[src/hw/rtl/xoshiro256ss_four_lane_generator_defines.svh]
// Assertion macros for the four-lane generator.
`ifndef XOSHIRO256SS_FOUR_LANE_GENERATOR_DEFINES_SVH
`define XOSHIRO256SS_FOUR_LANE_GENERATOR_DEFINES_SVH

// Same-cycle implication, held off while in reset.
`define XSS4_ASSERT_IMPLY(label, clk, rst_n, cond, expect_now) \
    label: assert property (@(posedge clk) disable iff (!rst_n) \
        (cond) |-> (expect_now)) else $error("xss4 check failed");

// Next-cycle implication, held off while in reset.
`define XSS4_ASSERT_NEXT(label, clk, rst_n, cond, expect_next) \
    label: assert property (@(posedge clk) disable iff (!rst_n) \
        (cond) |=> (expect_next)) else $error("xss4 check failed");

`endif

[src/hw/rtl/xss4_pkg.sv]
package xss4_pkg;

    localparam int LANES_DEFAULT = 4;
    localparam int OUT_LANES     = 4;
    localparam int QUEUE_DEPTH   = 2;

    localparam logic [63:0] GOLDEN_STEP = 64'h9e3779b97f4a7c15;
    localparam logic [63:0] MIX_MUL_ONE = 64'hbf58476d1ce4e5b9;
    localparam logic [63:0] MIX_MUL_TWO = 64'h94d049bb133111eb;
    localparam logic [10:0] EXP_TOP     = 11'd1022;

    localparam logic [1:0] CMD_SEED = 2'd0;
    localparam logic [1:0] CMD_INT  = 2'd1;
    localparam logic [1:0] CMD_DBL  = 2'd2;

    typedef struct packed {
        logic [1:0] command;
        logic [2:0] lane_count;
    } req_t;

    typedef struct packed {
        logic [63:0] lane_zero;
        logic [63:0] lane_one;
        logic [63:0] lane_two;
        logic [63:0] lane_three;
        logic        is_double;
    } res_t;

    typedef enum logic [1:0] {
        OP_SEED,
        OP_INT,
        OP_DBL
    } op_t;

    typedef struct packed {
        op_t        op;
        logic [2:0] limit;
    } job_t;

    typedef struct packed {
        logic valid;
        job_t job;
    } head_t;

    typedef enum logic [2:0] {
        ST_IDLE,
        ST_SEED_PRE,
        ST_SEED_MUL,
        ST_SEED_POST,
        ST_ADV,
        ST_NORM,
        ST_EMIT
    } state_t;

    typedef struct packed {
        logic [51:0] mant;
        logic [5:0]  shift;
    } norm_t;

    function automatic logic [63:0] lane_output(input logic [63:0] b);
        logic [63:0] t5;
        logic [63:0] r;
        t5 = b + (b << 2);
        r  = {t5[56:0], t5[63:57]};
        return r + (r << 3);
    endfunction

    function automatic norm_t norm_step(input norm_t cur, input logic [2:0] step);
        norm_t nxt;
        nxt = cur;
        unique case (step)
            3'd0:
            begin
                if (cur.mant[51:20] == '0)
                begin
                    nxt.mant  = cur.mant << 32;
                    nxt.shift = cur.shift + 6'd32;
                end
            end
            3'd1:
            begin
                if (cur.mant[51:36] == '0)
                begin
                    nxt.mant  = cur.mant << 16;
                    nxt.shift = cur.shift + 6'd16;
                end
            end
            3'd2:
            begin
                if (cur.mant[51:44] == '0)
                begin
                    nxt.mant  = cur.mant << 8;
                    nxt.shift = cur.shift + 6'd8;
                end
            end
            3'd3:
            begin
                if (cur.mant[51:48] == '0)
                begin
                    nxt.mant  = cur.mant << 4;
                    nxt.shift = cur.shift + 6'd4;
                end
            end
            3'd4:
            begin
                if (cur.mant[51:50] == '0)
                begin
                    nxt.mant  = cur.mant << 2;
                    nxt.shift = cur.shift + 6'd2;
                end
            end
            3'd5:
            begin
                if (!cur.mant[51])
                begin
                    nxt.mant  = cur.mant << 1;
                    nxt.shift = cur.shift + 6'd1;
                end
            end
            default:
            begin
                nxt = cur;
            end
        endcase
        return nxt;
    endfunction

endpackage

[src/hw/rtl/xss4_front.sv]
module xss4_front #(
    parameter int LANES = xss4_pkg::LANES_DEFAULT
) (
    input  logic              clk,
    input  logic              rst_n,
    input  logic              cmd_valid,
    output logic              cmd_ready,
    input  xss4_pkg::req_t    cmd_data,
    output xss4_pkg::head_t   head,
    input  logic              pop
);

    localparam int NOUT = (LANES < xss4_pkg::OUT_LANES) ? LANES : xss4_pkg::OUT_LANES;
    localparam int QAW  = (xss4_pkg::QUEUE_DEPTH > 1) ? $clog2(xss4_pkg::QUEUE_DEPTH) : 1;
    localparam int QCW  = $clog2(xss4_pkg::QUEUE_DEPTH + 1);

    xss4_pkg::job_t q_reg [xss4_pkg::QUEUE_DEPTH];
    logic [QAW-1:0] wr_ptr_reg;
    logic [QAW-1:0] wr_ptr_next;
    logic [QAW-1:0] rd_ptr_reg;
    logic [QAW-1:0] rd_ptr_next;
    logic [QCW-1:0] cnt_reg;
    logic [QCW-1:0] cnt_next;

    logic           keep;
    logic           push;
    xss4_pkg::job_t job_in;

    // classify
    always_comb
    begin
        keep      = 1'b1;
        job_in.op = xss4_pkg::OP_INT;
        job_in.limit = (cmd_data.lane_count > 3'(NOUT)) ? 3'(NOUT) : cmd_data.lane_count;
        unique case (cmd_data.command)
            xss4_pkg::CMD_SEED: job_in.op = xss4_pkg::OP_SEED;
            xss4_pkg::CMD_INT:  job_in.op = xss4_pkg::OP_INT;
            xss4_pkg::CMD_DBL:  job_in.op = xss4_pkg::OP_DBL;
            default:            keep = 1'b0; // drop unused code
        endcase
    end

    assign cmd_ready = (cnt_reg != QCW'(xss4_pkg::QUEUE_DEPTH));
    assign push      = cmd_valid && cmd_ready && keep;

    assign head.valid = (cnt_reg != '0);
    assign head.job   = q_reg[rd_ptr_reg];

    always_comb
    begin
        wr_ptr_next = push ? wr_ptr_reg + 1'b1 : wr_ptr_reg;
        rd_ptr_next = pop ? rd_ptr_reg + 1'b1 : rd_ptr_reg;
        cnt_next    = cnt_reg + QCW'(push) - QCW'(pop);
    end

    always_ff @(posedge clk or negedge rst_n)
    begin
        if (!rst_n)
        begin
            wr_ptr_reg <= '0;
            rd_ptr_reg <= '0;
            cnt_reg    <= '0;
        end
        else
        begin
            wr_ptr_reg <= wr_ptr_next;
            rd_ptr_reg <= rd_ptr_next;
            cnt_reg    <= cnt_next;
        end
    end

    always_ff @(posedge clk)
    begin
        if (push)
        begin
            q_reg[wr_ptr_reg] <= job_in;
        end
    end

endmodule

[config.mk]
export PLATFORM = sky130hd
export DESIGN_NAME = xss4_front
export DESIGN_NICKNAME = d
export VERILOG_FILES = /design/src/hw/rtl/xoshiro256ss_four_lane_generator_defines.svh /design/src/hw/rtl/xss4_pkg.sv /design/src/hw/rtl/xss4_front.sv
export SDC_FILE = /design/constraint.sdc
export NUM_CORES = 1
export LEC_CHECK = 0
export ABC_CLOCK_PERIOD_IN_PS = 1700
export BUFFER_PORTS_ARGS = -buffer_cell sky130_fd_sc_hd__buf_2
export CAP_MARGIN = 40
export CORE_AREA = 3 3 40 42
export DETAILED_ROUTE_END_ITERATION = 8
export DIE_AREA = 0 0 43 45
export PLACE_DENSITY = 0.81
export SLEW_MARGIN = 40
export SYNTH_ARGS = -nofsm -noshare
export SYNTH_HDL_FRONTEND = slang
export SYNTH_SLANG_ARGS = --single-unit
[constraint.sdc]
create_clock -name clk -period 1.7 [get_ports clk]
set_input_delay 0.17 -clock clk [delete_from_list [all_inputs] [get_ports clk]]
set_output_delay 0.17 -clock clk [all_outputs]
set_load 0.02 [all_outputs]
==> impl_results.md, run 1 <==
- Crit-path cells: mux2_2 -> buf_2
- Clock buffer depth: 2
- Port-buffer cells: 15
- Number of global-route vias before repair: 352
- Post-route ant nets: 0
- Final Max Tran Viols: 0
- Post-Syn Area: 614.3 um^2
- Area Growth Syn to Fin: 19.14%
- Overall power: 1.171 mW
- Hold path start: cmd_data[2]
- Die X: 43 um
- Hold EP: q_reg[0][2]$_DFFE_PP_
- Hold depth: 1
- Yosys cell types: 16
- Worst r2r src: cnt_reg[1]$_DFF_PN0_
- Cells after Synth: 40
- Final setup fails: 0
- GP Congestion: 0.6708
- CP required: 1530 ps
- Iteration-0 DRC Markers: 5
- Max Clock Skew: 4.124 ps
- Flop2flop setup slack: 290 ps
- Switch Pwr: 0.4102 mW
- Pin count of the biggest net entering global routing: 9
- Power Density: 1600 nW/um^2
- Max-Cap Viols: 0
- Critical Path Sink Type: primary output
- Worst-Margin Slew: 457.6 ps
- Synth top area cells: edfxtp_1 49%, dfrtp_1 16%, mux2_2 9.2%, xnor2_1 5.7%, a31oi_4 3.5%
- Post-synth top area share: 48.88%
- Critical path class: flop to primary output
- Maximum vdd drop: 0.6956 mV
- Seq/Total Area, Yosys: 65.17%
- PostCTS Resize Cnt: 0
- Fmax: 685.5 MHz
- CP Data Arrival Time: 1290 ps
- Routed WL: 933 um
- Largest register FFs: 10
- Row count: 13
- Die Ht: 45 um
- Reg-to-reg endpoint: cnt_reg[1]$_DFF_PN0_
- Initial antenna violation count: 0
- Category of the worst setup path launch point: flop
- Outcome: finished clean
- Fillers: 111
- Nets: 68
- Final cell count without fillers: 72
- Post-synth net total: 50
- Clock root buffer: clkbuf_4
- Top-level I/O count: 16
- N_diodes: 0
- Wirelength per Cell: 12.96 um
- CTS HTree Levels: 1
- Initial Util: 47.81%
- Reg power frac: 46.3%
- Worst-skew pair later-pin latency: 270 ps
- Setup tns final: 0 ps
- Share of layout cells above drive strength 1: 47.37%
- Hold-fix buffers, CTS: 1
- Clock share of power: 16.0%
- DRT Pass-1 Iters: 4
- Core area: 1285 um^2
- Via count: 343
- Reg2Reg Depth: 6
- Die area: 1935 um^2
- Leak: 0.2986 nW
- Gate power share: 37.6%
- Tcrit/Tclk final: 85.82%
- Critical Path Slowest Stage Cell: dfrtp_1
- Slew HR: 69.38%
- HP Class: input pin to flop
- Num CTS Buffers: 3
- Tot GR Track Use: 10.49%
- Clock Pin Slew Worst Setup and Hold Paths: 90 ps
- # DRC: 0
- First-pass GRT wire length: 1.504 mm
- Post-detail-place hpwl: 739.4 um
- Crit Path Max Fanout: 6
- Yosys warns: 0
- Final hold violations: 0
- Total gr overflow: 0
- Post-synth top area cell: edfxtp_1
- Synth Register Bits: 14
- Clk sink count: 14
- RSZ-0062 raised after global routing: false
- Switching share of power: 35.03%
- Mean Syn Cell Area: 15.36 um^2
- TritonCTS clock tree: built
- CP peak stage delay: 490 ps
- Internal power: 0.7608 mW
- Dpl cells: 67
- Setup Fix Bufs, Post-CTS: 0
- Crit path time final: 1459 ps
- Vias per cell: 4.764
[worst max-delay path by stage]
stage                      startpoint               endpoint  slack [ps]  cells after the start
4_1_cts        rd_ptr_reg$_DFFE_PN0P_                head[2]         220                      2
5_1_grt        rd_ptr_reg$_DFFE_PN0P_                head[2]         170                      2
3_3_place_gp     cnt_reg[1]$_DFF_PN0_   cnt_reg[1]$_DFF_PN0_         340                      6
3_5_place_dp     cnt_reg[1]$_DFF_PN0_  q_reg[0][4]$_DFFE_PP_         300                      3
2_1_floorplan    cnt_reg[1]$_DFF_PN0_   cnt_reg[1]$_DFF_PN0_         350                      6
6_report       rd_ptr_reg$_DFFE_PN0P_                head[2]         240                      2
[per-stage QoR]
step	area (um^2)	worst slack (ps)	hold slack [ps]	util, %
3_5_place_dp	695.7	298.7	-16.73	54.14
3_3_place_gp	695.7	342.6	-18.56	54.14
5_1_grt	732.0	173.3	109.3	56.96
6_report	732.0	241.1	113.7	56.96
2_1_floorplan	614.3	347.3	-125.6	-
4_1_cts	732.0	215.6	108.0	56.96
[cells in the mapped netlist]
master,count
edfxtp_1,10
mux2_2,5
dfrtp_1,4
xnor2_1,4
nor2b_1,3
clkbuf_1,2
inv_1,2
nor2_1,2
a31oi_4,1
buf_2,1
ha_1,1
nand2_1,1
nand2b_4,1
nand3_2,1
or2_2,1
xor2_1,1
[power groups by stage]
stage	Sequential, mW	Combinational, mW	Clock, mW
floorplan	0.513	0.365	0
global placement	0.544	0.433	0
detailed placement	0.555	0.445	0
CTS	0.546	0.450	0.194
global route	0.555	0.475	0.207
finish	0.542	0.441	0.188
[final cells by class]
cell class / count / area [um^2] / share of cell area, %
repair buffers: 16 / 85.08 / 11.62
clock inverters: 1 / 3.754 / 0.5128
multi-input cells: 21 / 193.9 / 26.50
clock buffers: 3 / 22.52 / 3.077
inverters: 2 / 7.507 / 1.026
well taps: 15 / 18.77 / 2.564
flip-flops and latches: 14 / 400.4 / 54.70
[worst max-delay path: cells and delay by family, from the launching register on]
kind	cells	cell delay [ps]
flip-flops	1	490
buffers and inverters	1	160
multiplexers	1	370
[cell families (layout without fill, tap and decap cells)]
family	Yosys count	count (layout)	share of synthesized area, %
AOI/OAI and AO/OA	1	1	3.462
and+or+nand+nor	9	9	9.776
muxes	5	5	9.164
buffers and inverters	5	22	3.259
DFF	14	14	65.17
xor gates and xnor gates	5	5	7.128
adders and majority gates	1	1	2.036
[per-layer routing]
metal  track usage [%]  routed length [um]  part of all wire [%]  vias to the layer above
li1                  -                   -                     -                      169
met1             11.66                 374                    40                      161
met2             19.16                 491                    53                       11
met3             1.992                  51                   5.5                        2
met4             5.422                  16                   1.7                        0
met5                 0                   0                     0                        -
[cell usage in the layout (no fill, tap or decap), types with 2 or more instances in the layout]
master / netlist / routed
mux2_2: 5 / 5
nor2b_1: 3 / 3
clkbuf_4: 0 / 3
dfrtp_1: 4 / 4
edfxtp_1: 10 / 10
buf_2: 1 / 15
inv_1: 2 / 2
xnor2_1: 4 / 4
nor2_1: 2 / 2
Note: power is estimated with default switching activity, not from simulation.
==> run 2: changes to the inputs <==
CELL_PAD_IN_SITES_DETAIL_PLACEMENT = 2   (was default)
CELL_PAD_IN_SITES_GLOBAL_PLACEMENT = 2   (was default)
CORE_AREA = default   (was 3 3 40 42)
CORE_MARGIN = 3   (was default)
CORE_UTILIZATION = 33   (was default)
DIE_AREA = default   (was 0 0 43 45)
PLACE_DENSITY = 0.84   (was 0.81)
==> run 2 against run 1 <==
Non-clock buffer count unchanged. Count of clock-buffer cells in the layout increased by 1. Hold slack worse by 4.3 ps. Design area is 1.5% higher. Clock skew hardly changed. Critical path depth unchanged. Die area rose by 25%. Combinational power is 2% higher. Routed wire length is 33% higher.
==> impl_results.md, run 2 (synthesis gave the netlist of run 1 again) <==
- Critical Path Sink Type: primary output (unchanged)
- Post-route ant nets: 0 (unchanged)
- Power Density: 1599 nW/um^2 (was 1600 nW/um^2)
- Share of layout cells above drive strength 1: 47.37% (unchanged)
- Leak: 0.2982 nW (was 0.2986 nW)
- RSZ-0062 raised after global routing: false (unchanged)
- Die area: 2415 um^2 (was 1935 um^2)
- Initial antenna violation count: 0 (unchanged)
- Wirelength per Cell: 15.36 um (was 12.96 um)
- Worst-skew pair later-pin latency: 280 ps (was 270 ps)
- Fmax: 670.4 MHz (was 685.5 MHz)
- Die X: 49.15 um (was 43 um)
- Crit path time final: 1492 ps (was 1459 ps)
- Tcrit/Tclk final: 87.75% (was 85.82%)
- Die Ht: 49.15 um (was 45 um)
- Area Growth Syn to Fin: 20.98% (was 19.14%)
- Via count: 362 (was 343)
- CP required: 1530 ps (about the same)
- Iteration-0 DRC Markers: 3 (was 5)
- Category of the worst setup path launch point: flop (unchanged)
- Clock Pin Slew Worst Setup and Hold Paths: 80 ps (was 90 ps)
- Pin count of the biggest net entering global routing: 9 (unchanged)
- Slew HR: 70.07% (was 69.38%)
- Tot GR Track Use: 11.50% (was 10.49%)
- Final setup fails: 0 (unchanged)
- Initial Util: 37.71% (was 47.81%)
- Post-detail-place hpwl: 1.004 mm (was 739.4 um)
- Critical path class: flop to primary output (unchanged)
- Final hold violations: 0 (unchanged)
- Met2 Wirelength: 715 um (was 491 um)
- N_diodes: 0 (unchanged)
- Max-Cap Viols: 0 (unchanged)
- Core area: 1629 um^2 (was 1285 um^2)
- Row count: 14 (was 13)
- CTS HTree Levels: 1 (unchanged)
- Crit Path Max Fanout: 6 (unchanged)
- Maximum vdd drop: 0.7269 mV (was 0.6956 mV)
- DR top layer: met4 (unchanged)
- Dpl cells: 76 (was 67)
- Largest register FFs: 10 (unchanged)
- Nets: 68 (unchanged)
- Total gr overflow: 0 (unchanged)
- TritonCTS clock tree: built (unchanged)
- Worst-Margin Slew: 447.4 ps (was 457.6 ps)
- # DRC: 0 (unchanged)
- Commonest non-fill, non-tap cells in the layout: 15 x buf_2, 10 x edfxtp_1, 5 x mux2_2 (unchanged)
- Clock root buffer: clkbuf_4 (unchanged)
- HP Class: input pin to flop (unchanged)
- PostCTS Resize Cnt: 0 (unchanged)
- First-pass GRT wire length: 1.952 mm (was 1.504 mm)
- Reg2Reg Depth: 3 (was 6)
- Port-buffer cells: 15 (unchanged)
- Clock buffer depth: 2 (unchanged)
- Final cell count without fillers: 81 (was 72)
- Met3 Wirelength: 70 um (was 51 um)
- Clk sink count: 14 (unchanged)
- Hold depth: 1 (unchanged)
- Max Clock Skew: 4.200 ps (was 4.124 ps)
- Number of global-route vias before repair: 413 (was 352)
- Vias per cell: 4.469 (was 4.764)
- Final Max Tran Viols: 0 (unchanged)
- CP Data Arrival Time: 1320 ps (was 1290 ps)
- M1 WL: 451 um (was 374 um)
- GP Congestion: 0.6043 (was 0.6708)
- DRT Pass-1 Iters: 2 (was 4)
- Setup tns final: 0 ps (unchanged)
- Top-level I/O count: 16 (unchanged)
- Routed WL: 1.244 mm (was 933 um)
- Commonest non-fill, non-tap cell in the layout: buf_2 (unchanged)
- Num CTS Buffers: 3 (unchanged)
- Outcome: finished clean (unchanged)
- Setup Fix Bufs, Post-CTS: 0 (unchanged)
[run 2: stage by stage]
step	utilization (%)	area (um^2)	power [mW]	hold WS, ps	setup slack, ps
after floorplan	-	614.3	0.8777	-125.6	347.3
after global placement	43.39	706.9	0.9814	-17.63	314.9
after detailed placement	43.39	706.9	1.014	-20.79	255.6
after CTS	45.62	743.2	1.217	94.15	175.8
after global routing	45.62	743.2	1.276	94.70	121.3
final	45.62	743.2	1.189	109.4	208.3
[run 2: final timing paths]
path | startpoint | end | slack [ps]
hold / removal | cmd_data[3] | q_reg[0][3]$_DFFE_PP_ | 110
setup / recovery | rd_ptr_reg$_DFFE_PN0P_ | head[1] | 210
setup reg to reg | cnt_reg[1]$_DFF_PN0_ | q_reg[0][4]$_DFFE_PP_ | 270
hold reg to reg | wr_ptr_reg$_DFFE_PN0P_ | wr_ptr_reg$_DFFE_PN0P_ | 520
min in group asynchronous | rst_n | rd_ptr_reg$_DFFE_PN0P_ | 240
max in group asynchronous | rst_n | cnt_reg[0]$_DFF_PN0_ | 1340
[run 2: layout make-up]
class	count	area [um^2]
timing repair buffer	16	85.08
fill	168	885.9
sequential	14	400.4
multi-input combinational	21	193.9
clock buffer	4	26.28
tap	24	30.03
inverter	2	7.507
[run 2: where the power goes]
part	switching, mW	internal (mW)
Combinational	0.242	0.207
Sequential	0.0793	0.469
Clock	0.100	0.0910
Total	0.421	0.767
[run 2: repair_timing]
item / 4_1_cts / 5_1_grt
hold endpoints to repair: 4 / 0
setup endpoints to repair: 0 / 0
hold buffers: 1 / 0
[run 2: worst max-delay path, cell delays in order (launching register included)]
cell and delay [ps]:
dfrtp_1 510, mux2_2 380, buf_2 160
[run 2: per-layer routing]
layer	vias to the layer above	global-route usage, %
met4	0	2.844
met5	-	0
met2	11	22.32
li1	170	-
met3	2	5.810
met1	179	10.19
